[config.mk]
export PLATFORM = sky130hd
export DESIGN_NAME = priority_round_robin_task_scheduler
export DESIGN_NICKNAME = d
export VERILOG_FILES = /design/src/sv/prrts_pkg.sv /design/src/sv/priority_round_robin_task_scheduler.sv
export SDC_FILE = /design/constraint.sdc
export NUM_CORES = 1
export LEC_CHECK = 0
export ABC_AREA = 0
export CAP_MARGIN = 30
export CORE_AREA = 5 5 322 324
export DETAILED_ROUTE_END_ITERATION = 8
export DIE_AREA = 0 0 327 329
export DONT_BUFFER_PORTS = 1
export GPL_ROUTABILITY_DRIVEN = 0
export HOLD_SLACK_MARGIN = 0.15
export PLACE_DENSITY = 0.55
export SYNTH_ARGS = -nofsm -noshare
export SYNTH_HDL_FRONTEND = slang
export SYNTH_SLANG_ARGS = --single-unit
export TNS_END_PERCENT = 1
[constraint.sdc]
create_clock -name clk_i -period 6.63 [get_ports clk_i]
set_input_delay 1.326 -clock clk_i [delete_from_list [all_inputs] [get_ports clk_i]]
set_output_delay 1.326 -clock clk_i [all_outputs]
set_load 0.05 [all_outputs]
[src/sv/prrts_pkg.sv]
// Shared types and codes for the priority round-robin task scheduler.
// No dependencies; imported by the scheduler top level.
`default_nettype none
package prrts_pkg;

  typedef struct packed {
    logic        action;
    logic [3:0]  task_id;
    logic [2:0]  priority_req;
    logic [31:0] now;
    logic [31:0] suspend_until;
    logic        waits_signal;
    logic        current_exited;
    logic [15:0] signal_ready;
  } sched_req_t;

  typedef struct packed {
    logic [1:0] status;
    logic [3:0] next_task;
    logic       privileged;
    logic [1:0] wait_result;
  } sched_res_t;

  localparam logic ACT_SCHEDULE = 1'b0;
  localparam logic ACT_ADD      = 1'b1;

  localparam logic [1:0] ST_OK      = 2'd0;
  localparam logic [1:0] ST_STOPPED = 2'd1;
  localparam logic [1:0] ST_NO_TASK = 2'd2;
  localparam logic [1:0] ST_IN_USE  = 2'd3;

  localparam logic [1:0] WR_NONE    = 2'd0;
  localparam logic [1:0] WR_SIGNAL  = 2'd1;
  localparam logic [1:0] WR_TIMEOUT = 2'd2;

  localparam logic REG_STOPPED    = 1'b0;
  localparam logic REG_PRIV_LEVELS = 1'b1;

  typedef enum logic [7:0] {
    S_IDLE   = 8'b0000_0001,
    S_WLVL   = 8'b0000_0010,
    S_WRD    = 8'b0000_0100,
    S_WEV    = 8'b0000_1000,
    S_RUN_RD = 8'b0001_0000,
    S_RUN_EV = 8'b0010_0000,
    S_SEL    = 8'b0100_0000,
    S_OUT    = 8'b1000_0000
  } sched_state_e;

  // Outcome of resolving one wait
  typedef struct packed {
    logic        rdy;
    logic [31:0] dl;
    logic        sw;
    logic [1:0]  oc;
  } wait_res_t;

  function automatic wait_res_t resolve_wait(input logic [31:0] dl, input logic sw,
                                             input logic [1:0] oc, input logic [31:0] now,
                                             input logic sig);
    wait_res_t r;
    r.rdy = 1'b1;
    r.dl  = 32'd0;
    r.sw  = 1'b0;
    r.oc  = oc;
    if (dl != 32'd0) begin
      if (dl > now) begin
        if (sw && sig) begin
          r.oc = WR_SIGNAL;
        end else begin
          r.rdy = 1'b0;
          r.dl  = dl;
          r.sw  = sw;
        end
      end else begin
        r.oc = sw ? WR_TIMEOUT : WR_NONE;
      end
    end
    return r;
  endfunction

endpackage
`default_nettype wire

[src/sv/priority_round_robin_task_scheduler.sv]
// Top level of the priority round-robin task scheduler: sequencer, slot memories,
// queue head/tail registers and APB register block. Depends on prrts_pkg.
//
//  channel   handshake                 payload
//  request   start / busy              req_i  (sched_req_t)
//  result    done_o strobe, one cycle  res_o  (sched_res_t)
//  config    APB psel/penable/pwrite   paddr, pwdata, prdata
//
// An add and a stopped schedule are answered straight from idle. A schedule pass
// checks each of the NUM_PRIORITIES levels, then for each waiting task reads memory,
// then resolves and writes back; it may read and resolve the outgoing task, and then
// selects, with the result strobe in the cycle after. The single read port of the
// slot memories sets this order.
// Reset empties all queues and frees all slots; no clearing pass is needed.
// The receiver cannot stall: done_o is high for exactly one cycle per request.
`default_nettype none
module priority_round_robin_task_scheduler
  import prrts_pkg::*;
#(
  parameter int MAX_TASKS      = 16,
  parameter int NUM_PRIORITIES = 8
) (
  input  wire logic       clk_i,
  input  wire logic       rst_ni,
  input  wire logic       start,
  output logic            busy,
  input  wire sched_req_t req_i,
  output logic            done_o,
  output sched_res_t      res_o,
  input  wire logic       psel,
  input  wire logic       penable,
  input  wire logic       pwrite,
  input  wire logic [2:0] paddr,
  input  wire logic [31:0] pwdata,
  output logic [31:0]     prdata,
  output logic            pready
);

  localparam int IW = (MAX_TASKS > 1) ? $clog2(MAX_TASKS) : 1;
  localparam int LW = (NUM_PRIORITIES > 1) ? $clog2(NUM_PRIORITIES) : 1;

  // Slot memories, one read address, registered read data
  logic [LW-1:0] prio_mem [MAX_TASKS];
  logic [31:0]   dl_mem   [MAX_TASKS];
  logic          sw_mem   [MAX_TASKS];
  logic [1:0]    oc_mem   [MAX_TASKS];
  logic [IW-1:0] link_mem [MAX_TASKS];

  logic [LW-1:0] prio_rd;
  logic [31:0]   dl_rd;
  logic          sw_rd;
  logic [1:0]    oc_rd;
  logic [IW-1:0] link_rd;

  logic          rd_en, attr_we, prio_we, link_we;
  logic [IW-1:0] rd_addr, attr_waddr, link_waddr, link_wd;
  logic [LW-1:0] prio_wd;
  logic [31:0]   dl_wd;
  logic          sw_wd;
  logic [1:0]    oc_wd;

  always_ff @(posedge clk_i) begin
    if (rd_en) begin
      prio_rd <= prio_mem[rd_addr];
      dl_rd   <= dl_mem[rd_addr];
      sw_rd   <= sw_mem[rd_addr];
      oc_rd   <= oc_mem[rd_addr];
      link_rd <= link_mem[rd_addr];
    end
    if (attr_we) begin
      dl_mem[attr_waddr] <= dl_wd;
      sw_mem[attr_waddr] <= sw_wd;
      oc_mem[attr_waddr] <= oc_wd;
    end
    if (prio_we) begin
      prio_mem[attr_waddr] <= prio_wd;
    end
    if (link_we) begin
      link_mem[link_waddr] <= link_wd;
    end
  end

  // Control state
  sched_state_e  state_q, state_d;
  sched_req_t    req_q, req_d;
  logic [LW-1:0] lvl_q, lvl_d;
  logic [IW-1:0] cur_q, cur_d, otail_q, otail_d;
  logic          run_v_q, run_v_d;
  logic [IW-1:0] run_id_q, run_id_d;
  logic [MAX_TASKS-1:0] in_use_q, in_use_d;
  logic [NUM_PRIORITIES-1:0] rq_v_q, rq_v_d, wq_v_q, wq_v_d;
  logic [IW-1:0] rq_h_q [NUM_PRIORITIES];
  logic [IW-1:0] rq_h_d [NUM_PRIORITIES];
  logic [IW-1:0] rq_t_q [NUM_PRIORITIES];
  logic [IW-1:0] rq_t_d [NUM_PRIORITIES];
  logic [IW-1:0] wq_h_q [NUM_PRIORITIES];
  logic [IW-1:0] wq_h_d [NUM_PRIORITIES];
  logic [IW-1:0] wq_t_q [NUM_PRIORITIES];
  logic [IW-1:0] wq_t_d [NUM_PRIORITIES];
  logic          stopped_q, stopped_d;
  logic [3:0]    priv_lv_q, priv_lv_d;
  logic          done_q, done_d;
  sched_res_t    res_q, res_d;

  // Combinational helpers
  logic          accept;
  logic          push_en, push_rdy;
  logic [LW-1:0] push_lvl;
  logic [IW-1:0] push_id;
  logic          sel_found;
  logic [LW-1:0] sel_lvl;
  logic [LW-1:0] add_lvl;
  logic [IW-1:0] add_id;
  logic          add_bad;
  logic          sig_bit;
  wait_res_t     wres;

  assign accept = start && !busy;
  assign busy   = (state_q != S_IDLE);
  assign pready = 1'b1;
  assign done_o = done_q;
  assign res_o  = res_q;
  assign prdata = (paddr[2] == REG_STOPPED) ? {31'd0, stopped_q} : {28'd0, priv_lv_q};

  assign add_id  = IW'(req_i.task_id);
  assign add_bad = (7'(req_i.task_id) >= 7'(MAX_TASKS)) || in_use_q[add_id];
  assign add_lvl = (5'(req_i.priority_req) >= 5'(NUM_PRIORITIES)) ?
                   LW'(NUM_PRIORITIES - 1) : LW'(req_i.priority_req);

  always_comb begin
    sel_found = 1'b0;
    sel_lvl   = '0;
    for (int l = NUM_PRIORITIES - 1; l >= 0; l--) begin
      if (rq_v_q[l]) begin
        sel_found = 1'b1;
        sel_lvl   = LW'(l);
      end
    end
  end

  always_comb begin
    stopped_d = stopped_q;
    priv_lv_d = priv_lv_q;
    if (psel && penable && pwrite && pready) begin
      if (paddr[2] == REG_STOPPED) begin
        stopped_d = pwdata[0];
      end else begin
        priv_lv_d = pwdata[3:0];
      end
    end
  end

  always_comb begin
    state_d  = state_q;
    req_d    = req_q;
    lvl_d    = lvl_q;
    cur_d    = cur_q;
    otail_d  = otail_q;
    run_v_d  = run_v_q;
    run_id_d = run_id_q;
    in_use_d = in_use_q;
    rq_v_d   = rq_v_q;
    wq_v_d   = wq_v_q;
    rq_h_d   = rq_h_q;
    rq_t_d   = rq_t_q;
    wq_h_d   = wq_h_q;
    wq_t_d   = wq_t_q;
    done_d   = 1'b0;
    res_d    = res_q;

    rd_en      = 1'b0;
    rd_addr    = cur_q;
    attr_we    = 1'b0;
    prio_we    = 1'b0;
    attr_waddr = cur_q;
    prio_wd    = add_lvl;
    dl_wd      = 32'd0;
    sw_wd      = 1'b0;
    oc_wd      = WR_NONE;
    push_en    = 1'b0;
    push_rdy   = 1'b1;
    push_lvl   = lvl_q;
    push_id    = cur_q;
    sig_bit    = 1'b0;
    wres       = '0;

    case (state_q)
      S_IDLE: begin
        if (accept) begin
          req_d = req_i;
          res_d = '0;
          if (req_i.action == ACT_ADD) begin
            done_d = 1'b1;
            if (add_bad) begin
              res_d.status = ST_IN_USE;
            end else begin
              in_use_d[add_id] = 1'b1;
              attr_we    = 1'b1;
              prio_we    = 1'b1;
              attr_waddr = add_id;
              push_en    = 1'b1;
              push_lvl   = add_lvl;
              push_id    = add_id;
            end
          end else if (stopped_q) begin
            done_d       = 1'b1;
            res_d.status = ST_STOPPED;
          end else begin
            lvl_d   = '0;
            state_d = S_WLVL;
          end
        end
      end
      S_WLVL: begin
        if (wq_v_q[lvl_q]) begin
          cur_d          = wq_h_q[lvl_q];
          otail_d        = wq_t_q[lvl_q];
          wq_v_d[lvl_q]  = 1'b0;
          state_d        = S_WRD;
        end else if (lvl_q == LW'(NUM_PRIORITIES - 1)) begin
          state_d = S_RUN_RD;
        end else begin
          lvl_d = lvl_q + 1'b1;
        end
      end
      S_WRD: begin
        rd_en   = 1'b1;
        state_d = S_WEV;
      end
      S_WEV: begin
        sig_bit    = (32'(cur_q) < 32'd16) && req_q.signal_ready[4'(cur_q)];
        wres       = resolve_wait(dl_rd, sw_rd, oc_rd, req_q.now, sig_bit);
        attr_we    = 1'b1;
        dl_wd      = wres.dl;
        sw_wd      = wres.sw;
        oc_wd      = wres.oc;
        push_en    = 1'b1;
        push_rdy   = wres.rdy;
        if (cur_q == otail_q) begin
          if (lvl_q == LW'(NUM_PRIORITIES - 1)) begin
            state_d = S_RUN_RD;
          end else begin
            lvl_d   = lvl_q + 1'b1;
            state_d = S_WLVL;
          end
        end else begin
          cur_d   = link_rd;
          state_d = S_WRD;
        end
      end
      S_RUN_RD: begin
        if (!run_v_q) begin
          state_d = S_SEL;
        end else if (req_q.current_exited) begin
          in_use_d[run_id_q] = 1'b0;
          run_v_d = 1'b0;
          state_d = S_SEL;
        end else begin
          rd_en   = 1'b1;
          rd_addr = run_id_q;
          state_d = S_RUN_EV;
        end
      end
      S_RUN_EV: begin
        sig_bit    = (32'(run_id_q) < 32'd16) && req_q.signal_ready[4'(run_id_q)];
        wres       = resolve_wait(req_q.suspend_until, req_q.waits_signal, oc_rd,
                                  req_q.now, sig_bit);
        attr_we    = 1'b1;
        attr_waddr = run_id_q;
        dl_wd      = wres.dl;
        sw_wd      = wres.sw;
        oc_wd      = wres.oc;
        push_en    = 1'b1;
        push_rdy   = wres.rdy;
        push_lvl   = prio_rd;
        push_id    = run_id_q;
        run_v_d    = 1'b0;
        state_d    = S_SEL;
      end
      S_SEL: begin
        if (!sel_found) begin
          done_d       = 1'b1;
          res_d.status = ST_NO_TASK;
          state_d      = S_IDLE;
        end else begin
          // Pop the head; the new head comes from the link read
          run_v_d  = 1'b1;
          run_id_d = rq_h_q[sel_lvl];
          lvl_d    = sel_lvl;
          if (rq_h_q[sel_lvl] == rq_t_q[sel_lvl]) begin
            rq_v_d[sel_lvl] = 1'b0;
          end
          rd_en   = 1'b1;
          rd_addr = rq_h_q[sel_lvl];
          state_d = S_OUT;
        end
      end
      S_OUT: begin
        if (rq_v_q[lvl_q]) begin
          rq_h_d[lvl_q] = link_rd;
        end
        done_d            = 1'b1;
        res_d.status      = ST_OK;
        res_d.next_task   = 4'(run_id_q);
        res_d.privileged  = (5'(lvl_q) < 5'(priv_lv_q));
        res_d.wait_result = oc_rd;
        state_d           = S_IDLE;
      end
      default: begin
        state_d = S_IDLE;
      end
    endcase

    // Append to the tail of a ready or waiting queue
    link_we    = 1'b0;
    link_waddr = '0;
    link_wd    = push_id;
    if (push_en) begin
      if (push_rdy) begin
        if (rq_v_q[push_lvl]) begin
          link_we    = 1'b1;
          link_waddr = rq_t_q[push_lvl];
        end else begin
          rq_h_d[push_lvl] = push_id;
          rq_v_d[push_lvl] = 1'b1;
        end
        rq_t_d[push_lvl] = push_id;
      end else begin
        if (wq_v_d[push_lvl]) begin
          link_we    = 1'b1;
          link_waddr = wq_t_q[push_lvl];
        end else begin
          wq_h_d[push_lvl] = push_id;
          wq_v_d[push_lvl] = 1'b1;
        end
        wq_t_d[push_lvl] = push_id;
      end
    end
  end

  always_ff @(posedge clk_i or negedge rst_ni) begin
    if (!rst_ni) begin
      state_q   <= S_IDLE;
      run_v_q   <= 1'b0;
      in_use_q  <= '0;
      rq_v_q    <= '0;
      wq_v_q    <= '0;
      stopped_q <= 1'b0;
      priv_lv_q <= 4'd4;
      done_q    <= 1'b0;
    end else begin
      state_q   <= state_d;
      run_v_q   <= run_v_d;
      in_use_q  <= in_use_d;
      rq_v_q    <= rq_v_d;
      wq_v_q    <= wq_v_d;
      stopped_q <= stopped_d;
      priv_lv_q <= priv_lv_d;
      done_q    <= done_d;
    end
  end

  always_ff @(posedge clk_i) begin
    req_q    <= req_d;
    lvl_q    <= lvl_d;
    cur_q    <= cur_d;
    otail_q  <= otail_d;
    run_id_q <= run_id_d;
    rq_h_q   <= rq_h_d;
    rq_t_q   <= rq_t_d;
    wq_h_q   <= wq_h_d;
    wq_t_q   <= wq_t_d;
    res_q    <= res_d;
  end

  a_accept_answers: assert property (@(posedge clk_i) disable iff (!rst_ni)
    accept |=> (done_o || busy))
    else $error("accepted request neither answered nor in progress");

  a_done_idle: assert property (@(posedge clk_i) disable iff (!rst_ni)
    done_o |-> !busy)
    else $error("result strobe while still busy");

  a_out_runs: assert property (@(posedge clk_i) disable iff (!rst_ni)
    (state_q == S_OUT) |=> run_v_q)
    else $error("selected task not marked running");

  a_ok_running: assert property (@(posedge clk_i) disable iff (!rst_ni)
    (done_o && res_o.status == ST_OK && req_q.action == ACT_SCHEDULE) |-> run_v_q)
    else $error("schedule ok without a running task");

endmodule
`default_nettype wire
==> metrics.yaml <==
status: "finished, final reports clean"
grt_antenna_before_repair: 14
cts_tree: "yes"
cts_hold_buf: 0
dieHeight_um: 329
firstDrtPassIters: 6
slowest_delay_ns: 0.79
grt_pass1_wl_um: 180000
nets: 3438
cts.sinks: 995
gr-total-overflow: 0
wl_per_cell_um: 26.5
grt_max_degree: 125
placed_cell_area_mm2: 0.0444
synthTopCellsByArea: "edfxtp_1, a21oi_1, nand2_1"
cp_slowest_cell: "a221oi_2"
cts-root-buf: "clkbuf_16"
start_kind: "register"
setup_viol: 0
synth_cell_type_count: 85
grt_usage: 0.222
syn_area_mm2: 0.0428
synth_top_flop_cell: "edfxtp_1"
htreeDepth: 3
clock_skew_ns: 0.0697
yosysSeqAreaShare: 0.685
min_period_over_period: 0.771
ir_drop_uv: 223
via_per_inst: 6.06
synthCells: 3263
wirelength_um: 123000
core_mm2: 0.101
finalCriticalPeriod_ns: 5.11
drt_iter0_drc: 2993
avgSynthCellArea_um2: 13.1
finalMaxSlewViolations: 0
clkTransAtPathRegs_ns: 0.07
clockBufferDepth: 3
initial_core_util: 0.424
p_per_area_mw_per_mm2: 334
r2r_end: "dl_mem[1][9]"
die_area_mm2: 0.108
synth-edff-count: 916
post_cts_resized: 0
io_pins: 175
design_area_mm2: 0.0478
reg2reg_slack_ns: 1.52
cts_made_buffers: 102
grt_pass1_vias: 27493
endpoint_kind: "register"
hpwl_um: 73300
place_ws_ns: 1.12
worstPathBufferInverterCount: 3
syn2layout_area_growth_pct: 11.7
post_cts_buffers: 0
cap_violations: 0
hold_class: "primary input to asynchronous set/reset pin"
drcViolationCount: 0
clk_latency_ns: 0.71
rsz0062_at_grt: "no"
critical_path_class: "register to register"
p_leak_uw: 0.0160
antenna_left: 0
required_ns: 7.00
ys_ff_latch: 995
worstPathMaxFanout: 13
hold_viol: 0
reg2reg_depth: 11
synth_top_area_share: 0.643
slew_headroom: 0.317
worst_slew_pin_slew_ns: 1.02
vias: 28146
r2r-start: "state_q[2]"
synth_top_cell_by_area: "edfxtp_1"
crit_chain: "or4_1 > nor2_1 > inv_1 > nor2_1 > buf_4 > and2_1 > nor2_1 > a221oi_2 > nand3_1 > nor2_4 > buf_4"
cp.arrival_ns: 5.48
drive_above_1_share: 0.101
setup_ws_ns: 1.52
cp_common_cell: "nor2_1"
async_flop_share: 0.0472
port_buffers: 0
fmax_mhz: 196
path_delay_family: "simple AND/OR/NAND/NOR gates"
rows: 117
chipWidth_um: 327
ys_warn_count: 0
-- Yosys cell counts (all sizes together) (31+ instances only) --
library cell,count
nor2,130
nand2,510
ha,68
dfxtp,32
a21oi,421
nor3,31
buf,88
o21ai,68
edfxtp,916
a22o,32
a22oi,214
mux2i,96
clkbuf,147
dfrtp,45
inv,67
-- final cells by class --
cell class,count,area [um2]
diodes,9,22.5
clock buffers,123,2660
clock inverters,68,673
fillers,8728,53100
inverters,68,258
multi-input cells,1992,12500
flip-flops and latches,995,29300
well taps,1309,1640
repair buffers,80,723
-- state kept, by name (all words and copies together), names as in the netlist, 4 cells and up --
register   flops
rq_h_q        32
sw_mem        16
state_q        8
cur_q          4
dl_rd         32
rq_v_q         8
in_use_q      16
res_o          9
wq_v_q         8
dl_mem       512
link_rd        4
run_id_q       4
priv_lv_q      4
oc_mem        32
wq_t_q        32
req_q         82
rq_t_q        32
wq_h_q        32
otail_q        4
prio_mem      48
link_mem      64
-- per-stage QoR --
stage / hold slack [ns] / TNS, ns / utilization / power [uW] / cells
2_1_floorplan: 0.468 / -32.65 / - / 9450 / 3290
5_1_grt: 0.284 / 0 / 0.474 / 16600 / 4638
4_1_cts: 0.271 / 0 / 0.473 / 16100 / 4634
3_3_place_gp: 0.488 / 0 / 0.440 / 10300 / 4440
3_5_place_dp: 0.496 / 0 / 0.440 / 10400 / 4443
6_report: 0.316 / 0 / 0.474 / 16000 / 4644
-- logic make-up (layout without fill, tap and decap cells) --
| logic type | Yosys count | in the layout | share of synthesized area |
|---|---|---|---|
| other | 2 | 38 | 0.000176 |
| adder cells (fa/ha/maj) | 68 | 68 | 0.0199 |
| buffers and inverters | 303 | 339 | 0.0303 |
| AO/OA/AOI/OAI | 910 | 910 | 0.134 |
| multiplexers | 147 | 147 | 0.0438 |
| flip-flops | 995 | 995 | 0.685 |
| AND/OR/NAND/NOR | 830 | 830 | 0.0847 |
| XOR/XNOR | 8 | 8 | 0.00164 |
-- report_power, final --
| part | internal (uW) | switching, uW |
|---|---|---|
| Clock | 3170 | 2490 |
| Sequential | 7320 | 291 |
| Combinational | 876 | 1840 |
-- how the worst max path moves through the flow --
| stage | from | end | cells past startpoint |
|---|---|---|---|
| floorplan | req_i[85] | dl_mem[6][0] | 13 |
| global placement | req_i[85] | link_mem[14][2] | 11 |
| detailed placement | req_i[85] | link_mem[6][3] | 11 |
| CTS | state_q[2] | dl_mem[1][9] | 11 |
| global route | state_q[2] | dl_mem[1][9] | 11 |
| finish | state_q[2] | dl_mem[1][9] | 11 |
-- worst reg2reg max path: stages, from the launching register on --
cell and delay, ns:
dfrtp_1 0.41, or4_1 0.69, nor2_1 0.21, inv_1 0.28, nor2_1 0.19, buf_4 0.16, and2_1 0.38, nor2_1 0.17
a221oi_2 0.79, nand3_1 0.46, nor2_4 0.66, buf_4 0.39
-- per-layer routing --
metal,part of all wire,track usage,wire (um)
met1,0.43,0.317,53400
met2,0.46,0.351,56700
met3,0.080,0.0399,9830
met4,0.024,0.0637,2950
met5,0.00072,0,89
-- cell usage in the layout, fill, tap and decap left out, drive strengths merged, types with 15 or more instances in the layout --
master,instances
and3,15
inv,71
a22oi,214
a21oi,421
conb,29
buf,80
nor2,130
dfxtp,32
edfxtp,916
clkinv,48
o21ai,68
o31ai,21
nand2,510
mux2i,96
nand4,15
nor3,31
o211ai,22
and2,17
mux4,30
a22o,32
clkbuf,123
ha,68
nor4,30
mux2,21
nand3,27
dfrtp,45
a211oi,15
a21o,24
Note: power is estimated with default switching activity, not from simulation.
